--- src/rtl/core/rhp_pkg.sv ---
// Shared types and constants for the RGB to HSV pixel converter.
package rhp_pkg;

    localparam int unsigned CHAN_W   = 8;
    localparam int unsigned HUE_W    = 9;
    localparam int unsigned N_CELLS  = CHAN_W;

    localparam logic [5:0]       HUE_SCALE  = 6'd60;
    localparam logic [HUE_W-1:0] HUE_FULL   = 9'd360;
    localparam logic [HUE_W-1:0] GREEN_BASE = 9'd120;
    localparam logic [HUE_W-1:0] BLUE_BASE  = 9'd240;

    typedef enum logic [1:0] {
        SECTOR_RED   = 2'd0,
        SECTOR_GREEN = 2'd1,
        SECTOR_BLUE  = 2'd2
    } sector_t;

    typedef struct packed {
        logic [CHAN_W-1:0] part;
        logic [CHAN_W-1:0] shift;
        logic [CHAN_W-1:0] divisor;
    } lane_t;

    typedef struct packed {
        sector_t           sector;
        logic              neg;
        logic              hue_zero;
        logic              sat_zero;
        logic [CHAN_W-1:0] value;
    } tag_t;

    typedef struct packed {
        logic  valid;
        tag_t  tag;
        lane_t hue;
        lane_t sat;
    } stage_t;

endpackage

--- src/rtl/core/rgb_to_hsv_pixel.sv ---
// RGB to HSV pixel converter, top level.
// Input: drive rgb_word (red 23:16, green 15:8, blue 7:0) with start high;
// the item is taken at the clock edge where start is high and busy is low.
// busy stays low, so a new pixel may be given on every clock.
// Output: done is high for one cycle with hue_deg (0..359), saturation
// (255 * delta / max, truncated) and brightness (max) on the ports.
// Pipeline: each item passes through the divider row in order: one input
// register, eight restoring division cells (one quotient bit each, hue and
// saturation in parallel lanes) and one output register, which drives the
// ports; throughput is one pixel per clock.
// Results cannot be held off by the receiver; items move on every clock
// and each result is shown exactly once.
// Reset (rst_n low, asynchronous) clears all valid flags, dropping any
// items in flight; done stays low until a new item has passed the row.
module rgb_to_hsv_pixel (
    input  logic        clk,
    input  logic        rst_n,
    input  logic        start,
    output logic        busy,
    input  logic [23:0] rgb_word,
    output logic        done,
    output logic [8:0]  hue_deg,
    output logic [7:0]  saturation,
    output logic [7:0]  brightness
);

    rhp_pkg::stage_t stage [0:rhp_pkg::N_CELLS];

    assign busy = 1'b0;

    rhp_front u_front (
        .clk       (clk),
        .rst_n     (rst_n),
        .accept    (start && !busy),
        .rgb_word  (rgb_word),
        .stage_out (stage[0])
    );

    for (genvar i = 0; i < rhp_pkg::N_CELLS; i++)
    begin : g_cell
        rhp_div_cell u_cell (
            .clk       (clk),
            .rst_n     (rst_n),
            .stage_in  (stage[i]),
            .stage_out (stage[i+1])
        );
    end

    rhp_hue_fix u_hue_fix (
        .clk        (clk),
        .rst_n      (rst_n),
        .stage_in   (stage[rhp_pkg::N_CELLS]),
        .done       (done),
        .hue_deg    (hue_deg),
        .saturation (saturation),
        .brightness (brightness)
    );

endmodule

--- src/rtl/core/rhp_front.sv ---
// Input stage: component split, max/min, sector select and divider setup.
module rhp_front (
    input  logic                 clk,
    input  logic                 rst_n,
    input  logic                 accept,
    input  logic [23:0]          rgb_word,
    output rhp_pkg::stage_t      stage_out
);

    logic [7:0]  r;
    logic [7:0]  g;
    logic [7:0]  b;
    logic [7:0]  mx;
    logic [7:0]  mn;
    logic [7:0]  delta;
    logic [7:0]  pos_a;
    logic [7:0]  pos_b;
    logic [7:0]  mag;
    logic [13:0] hue_num;
    logic [15:0] sat_num;
    rhp_pkg::sector_t sector;
    rhp_pkg::stage_t  stage_next;
    logic             valid_reg;
    rhp_pkg::stage_t  stage_reg;

    assign r = rgb_word[23:16];
    assign g = rgb_word[15:8];
    assign b = rgb_word[7:0];

    always_comb
    begin
        priority if (r >= g && r >= b)
        begin
            sector = rhp_pkg::SECTOR_RED;
            mx     = r;
            pos_a  = g;
            pos_b  = b;
        end
        else if (g >= b)
        begin
            sector = rhp_pkg::SECTOR_GREEN;
            mx     = g;
            pos_a  = b;
            pos_b  = r;
        end
        else
        begin
            sector = rhp_pkg::SECTOR_BLUE;
            mx     = b;
            pos_a  = r;
            pos_b  = g;
        end
    end

    always_comb
    begin
        mn = r;
        if (g < mn)
        begin
            mn = g;
        end
        if (b < mn)
        begin
            mn = b;
        end
    end

    assign delta   = mx - mn;
    assign mag     = (pos_a >= pos_b) ? (pos_a - pos_b) : (pos_b - pos_a);
    assign hue_num = 14'(mag) * 14'(rhp_pkg::HUE_SCALE);
    assign sat_num = {delta, 8'd0} - {8'd0, delta};

    always_comb
    begin
        stage_next.valid        = accept;
        stage_next.tag.sector   = sector;
        stage_next.tag.neg      = (pos_a < pos_b);
        stage_next.tag.hue_zero = (delta == 8'd0);
        stage_next.tag.sat_zero = (mx == 8'd0);
        stage_next.tag.value    = mx;
        stage_next.hue.part     = {2'b00, hue_num[13:8]};
        stage_next.hue.shift    = hue_num[7:0];
        stage_next.hue.divisor  = delta;
        stage_next.sat.part     = sat_num[15:8];
        stage_next.sat.shift    = sat_num[7:0];
        stage_next.sat.divisor  = mx;
    end

    always_ff @(posedge clk or negedge rst_n)
    begin
        if (!rst_n)
        begin
            valid_reg <= 1'b0;
        end
        else
        begin
            valid_reg <= stage_next.valid;
        end
    end

    always_ff @(posedge clk)
    begin
        stage_reg <= stage_next;
    end

    always_comb
    begin
        stage_out       = stage_reg;
        stage_out.valid = valid_reg;
    end

endmodule

--- src/rtl/core/rhp_div_cell.sv ---
// One restoring division step for the hue and saturation lanes.
module rhp_div_cell (
    input  logic             clk,
    input  logic             rst_n,
    input  rhp_pkg::stage_t  stage_in,
    output rhp_pkg::stage_t  stage_out
);

    function automatic rhp_pkg::lane_t div_step(input rhp_pkg::lane_t l);
        logic [8:0]     trial;
        logic [8:0]     diff;
        rhp_pkg::lane_t res;
        trial   = {l.part, l.shift[7]};
        diff    = trial - {1'b0, l.divisor};
        res     = l;
        if (trial >= {1'b0, l.divisor})
        begin
            res.part  = diff[7:0];
            res.shift = {l.shift[6:0], 1'b1};
        end
        else
        begin
            res.part  = trial[7:0];
            res.shift = {l.shift[6:0], 1'b0};
        end
        return res;
    endfunction

    rhp_pkg::stage_t stage_next;
    logic            valid_reg;
    rhp_pkg::stage_t stage_reg;

    always_comb
    begin
        stage_next     = stage_in;
        stage_next.hue = div_step(stage_in.hue);
        stage_next.sat = div_step(stage_in.sat);
    end

    always_ff @(posedge clk or negedge rst_n)
    begin
        if (!rst_n)
        begin
            valid_reg <= 1'b0;
        end
        else
        begin
            valid_reg <= stage_in.valid;
        end
    end

    always_ff @(posedge clk)
    begin
        stage_reg <= stage_next;
    end

    always_comb
    begin
        stage_out       = stage_reg;
        stage_out.valid = valid_reg;
    end

endmodule

--- src/rtl/core/rhp_hue_fix.sv ---
// Output stage: hue offset and rounding by sector, result registers.
module rhp_hue_fix (
    input  logic            clk,
    input  logic            rst_n,
    input  rhp_pkg::stage_t stage_in,
    output logic            done,
    output logic [8:0]      hue_deg,
    output logic [7:0]      saturation,
    output logic [7:0]      brightness
);

    logic [8:0] q9;
    logic [8:0] rem_nz;
    logic [8:0] hue_next;
    logic [7:0] sat_next;
    logic       done_reg;
    logic [8:0] hue_reg;
    logic [7:0] sat_reg;
    logic [7:0] bright_reg;

    assign q9     = {1'b0, stage_in.hue.shift};
    assign rem_nz = {8'd0, (stage_in.hue.part != 8'd0)};

    always_comb
    begin
        hue_next = 9'd0;
        if (!stage_in.tag.hue_zero)
        begin
            unique case (stage_in.tag.sector)
                rhp_pkg::SECTOR_RED:
                begin
                    hue_next = (stage_in.tag.neg && q9 != 9'd0) ? (rhp_pkg::HUE_FULL - q9) : q9;
                end
                rhp_pkg::SECTOR_GREEN:
                begin
                    hue_next = stage_in.tag.neg ? (rhp_pkg::GREEN_BASE - q9 - rem_nz)
                                                : (rhp_pkg::GREEN_BASE + q9);
                end
                rhp_pkg::SECTOR_BLUE:
                begin
                    hue_next = stage_in.tag.neg ? (rhp_pkg::BLUE_BASE - q9 - rem_nz)
                                                : (rhp_pkg::BLUE_BASE + q9);
                end
                default:
                begin
                    hue_next = 9'd0;
                end
            endcase
        end
    end

    assign sat_next = stage_in.tag.sat_zero ? 8'd0 : stage_in.sat.shift;

    always_ff @(posedge clk or negedge rst_n)
    begin
        if (!rst_n)
        begin
            done_reg <= 1'b0;
        end
        else
        begin
            done_reg <= stage_in.valid;
        end
    end

    always_ff @(posedge clk)
    begin
        hue_reg    <= hue_next;
        sat_reg    <= sat_next;
        bright_reg <= stage_in.tag.value;
    end

    assign done       = done_reg;
    assign hue_deg    = hue_reg;
    assign saturation = sat_reg;
    assign brightness = bright_reg;

endmodule

--- config.mk ---
export PLATFORM = sky130hd
export DESIGN_NAME = rgb_to_hsv_pixel
export DESIGN_NICKNAME = d
export VERILOG_FILES = /design/src/rtl/core/rhp_pkg.sv /design/src/rtl/core/rgb_to_hsv_pixel.sv /design/src/rtl/core/rhp_front.sv /design/src/rtl/core/rhp_div_cell.sv /design/src/rtl/core/rhp_hue_fix.sv
export SDC_FILE = /design/constraint.sdc
export NUM_CORES = 1
export LEC_CHECK = 0
export BUFFER_PORTS_ARGS = -buffer_cell sky130_fd_sc_hd__buf_2
export CORE_ASPECT_RATIO = 1.25
export CORE_UTILIZATION = 45
export CTS_CLUSTER_SIZE = 28
export DETAILED_ROUTE_END_ITERATION = 8
export PLACE_DENSITY_LB_ADDON = 0.25
export SLEW_MARGIN = 0
export SYNTH_ARGS = -nofsm -noshare
export SYNTH_HDL_FRONTEND = slang
export SYNTH_SLANG_ARGS = --single-unit
--- constraint.sdc ---
create_clock -name clk -period 2.55 [get_ports clk]
set_input_delay 0.3825 -clock clk [delete_from_list [all_inputs] [get_ports clk]]
set_output_delay 0.3825 -clock clk [all_outputs]
set_load 0.01 [all_outputs]
==> flow_metrics.env <==
export IMPL_drive_gt1_frac=0.258
export IMPL_max_stage_delay_ns=0.52
export IMPL_layout_nets=2630
export IMPL_drv_slew=0
export IMPL_finalHoldViolCount=0
export IMPL_r2r_start="g_cell[7].u_cell.stage_out[42]"
export IMPL_synth_cell_types=65
export IMPL_worst_path_max_fanout=6
export IMPL_fmax_mhz=180
export IMPL_criticalPathCategory="in -> reg"
export IMPL_setup_worst_path_start_class="input pin"
export IMPL_routed_wl_um=40700
export IMPL_drtIter0Drc=418
export IMPL_r2r_cells=13
export IMPL_r2r_slack_ns=0.02
export IMPL_cts_buffer_depth=3
export IMPL_start_util=0.455
export IMPL_coreArea_um2=44000
export IMPL_synth_ff_latch_count=471
export IMPL_drc_errors=0
export IMPL_finalCritPeriodShare=2.18
export IMPL_insertion_delay_ns=0.55
export IMPL_required_ns=3.02
export IMPL_n_fill_cell=3678
export IMPL_fin_skew_ns=0.0189
export IMPL_synth_edff_count=0
export IMPL_cts_clk_slew_worst_paths_ns=0.06
export IMPL_dieHeight_um=238
export IMPL_track_usage=0.177
export IMPL_cp_slowest_cell="fa_1"
export IMPL_wl_per_cell_um=13.8
export IMPL_dieArea_um2=45300
export IMPL_grt_max_degree=28
export IMPL_status="finished, violations left"
export IMPL_drv_cap=0
export IMPL_timing_setup_tns_ns=-70.15
export IMPL_ys_seq_area_frac=0.473
export IMPL_numClockSinks=471
export IMPL_slew_limit_headroom=0.573
export IMPL_vias=14594
export IMPL_postSynthAreaPerCell_um2=9.85
export IMPL_synthFlopType="dfxtp_1"
export IMPL_setup_violations=36
export IMPL_gp_congestion=0.906
export IMPL_r2r_end="u_hue_fix.hue_deg[7]"
export IMPL_synth_fp_nets=2302
export IMPL_async_flop_share=0.0212
export IMPL_synth_warnings=0
export IMPL_viasPerCell=4.93
export IMPL_portBuffers=52
export IMPL_grt_pass1_wl_um=65900
export IMPL_grt_overflow=0
export IMPL_grt_pass1_vias=14930
export IMPL_htreeDepth=2
export IMPL_min_period_ns=5.56
export IMPL_antenna_cells=0
export IMPL_synthCells=2032
export IMPL_grt_antenna_before_repair=0
export IMPL_yosys_top_cells_area="dfxtp_1, ha_1, inv_1"
export IMPL_synth_cell_area_um2=20000
export IMPL_failed_checks="negative setup slack"
export IMPL_fin_hold_ws_ns=0.211
export IMPL_cts_tree="yes"
export IMPL_synth_top_cell_area_share=0.461
export IMPL_dp_hpwl_um=30700
export IMPL_setup_slack_ns=-3.01
export IMPL_yosysMostFrequentCell="dfxtp_1"
export IMPL_ios=54
export IMPL_max_slew_worst_pin_slew_ns=0.640
export IMPL_synth_largest_area_cell="dfxtp_1"
export IMPL_cts_root_buffer="clkbuf_16"
export IMPL_synth_common_cells="dfxtp_1, inv_1, ha_1"
export IMPL_die_w_um=191
export IMPL_area_growth_pct=28.4
export IMPL_largest_register_ff_count=388
export IMPL_rsz0062_at_grt="true"
export IMPL_ant_nets=0
export IMPL_hold_class="in -> async"
export IMPL_critPathCaptureType="register"
export IMPL_numCtsBuffers=43
export IMPL_cp_common_cell="buf_6"
export IMPL_arrival_ns=6.02
export IMPL_first_pass_iters=4
export IMPL_rows=86
==> through the flow <==
stage | std cells | utilization | setup WS (ns) | cell area, um^2
after floorplan | 2032 | - | -3.49 | 20400
after global placement | 2820 | 0.516 | -3.63 | 22700
after detailed placement | 2820 | 0.516 | -3.73 | 22700
after CTS | 2931 | 0.568 | -2.99 | 25000
after global routing | 2961 | 0.584 | -3.27 | 25700
final | 2961 | 0.584 | -3.01 | 25700
==> routing by layer <==
| layer | up-vias | track usage | share of wire |
|---|---|---|---|
| li1 | 7455 | - | - |
| met4 | 0 | 0.0841 | 0.043 |
| met5 | - | 0 | 0 |
| met3 | 104 | 0.0213 | 0.024 |
| met2 | 211 | 0.368 | 0.57 |
| met1 | 6824 | 0.165 | 0.36 |
==> cells by family after synthesis <==
logic type      Yosys count  share of synthesized area
mux                      47                     0.0250
xor+xnor                109                     0.0484
fa+ha+maj               244                      0.163
flops                   471                      0.473
buf+inv                 288                     0.0548
compound gates          445                      0.135
other cells               1                   0.000187
simple gates            427                      0.100
==> how the worst max path moves through the flow <==
stage	start	end	cells after the start
final	rgb_word[17]	u_front.stage_out[44]	32
after global routing	rgb_word[0]	u_front.stage_out[44]	32
after CTS	rgb_word[17]	u_front.stage_out[45]	33
after detailed placement	rgb_word[17]	u_front.stage_out[45]	31
after global placement	rgb_word[17]	u_front.stage_out[45]	31
after floorplan	rgb_word[17]	u_front.stage_out[45]	32
==> placed cells by master, fill, tap and decap left out, drive strengths merged, types with 25 or more instances in the layout <==
cell type / count
clkbuf: 55
nand4: 34
xnor2: 86
nand2: 74
ha: 215
nor3: 25
buf: 315
inv: 250
a21oi: 178
dfxtp: 461
a21o: 32
nor2: 184
nor2b: 47
a21boi: 30
fa: 28
o21ai: 109
nand2b: 37
==> cell type report <==
class | instances | area (um^2) | area share
multi-input combinational | 1274 | 10600 | 0.413
timing repair buffer | 321 | 2520 | 0.0981
clock buffer | 54 | 1200 | 0.0466
clock inverter | 20 | 224 | 0.00871
inverter | 249 | 960 | 0.0373
sequential | 471 | 9480 | 0.369
tap | 572 | 716 | 0.0278
==> worst max-delay path: cells and delay by family <==
kind                     cells  cell delay [ns]
AND/OR/NAND/NOR              5             0.48
adder cells (fa/ha/maj)      6             2.08
XOR/XNOR                     2             0.36
buffers and inverters        7             0.76
multiplexers                 1             0.18
AO/OA/AOI/OAI               11             1.78
==> what timing repair did <==
item                       in CTS  in global routing
hold buffers                    2                  0
buffers inserted               34                 40
pin swaps                      55                 53
setup endpoints to repair      43                153
resized for setup             128                142
hold endpoints to repair       11                  0
gates cloned                    1                  5
Power is not shown: default switching activity piles up to over one toggle a cycle in this logic, so the estimate is an artifact.
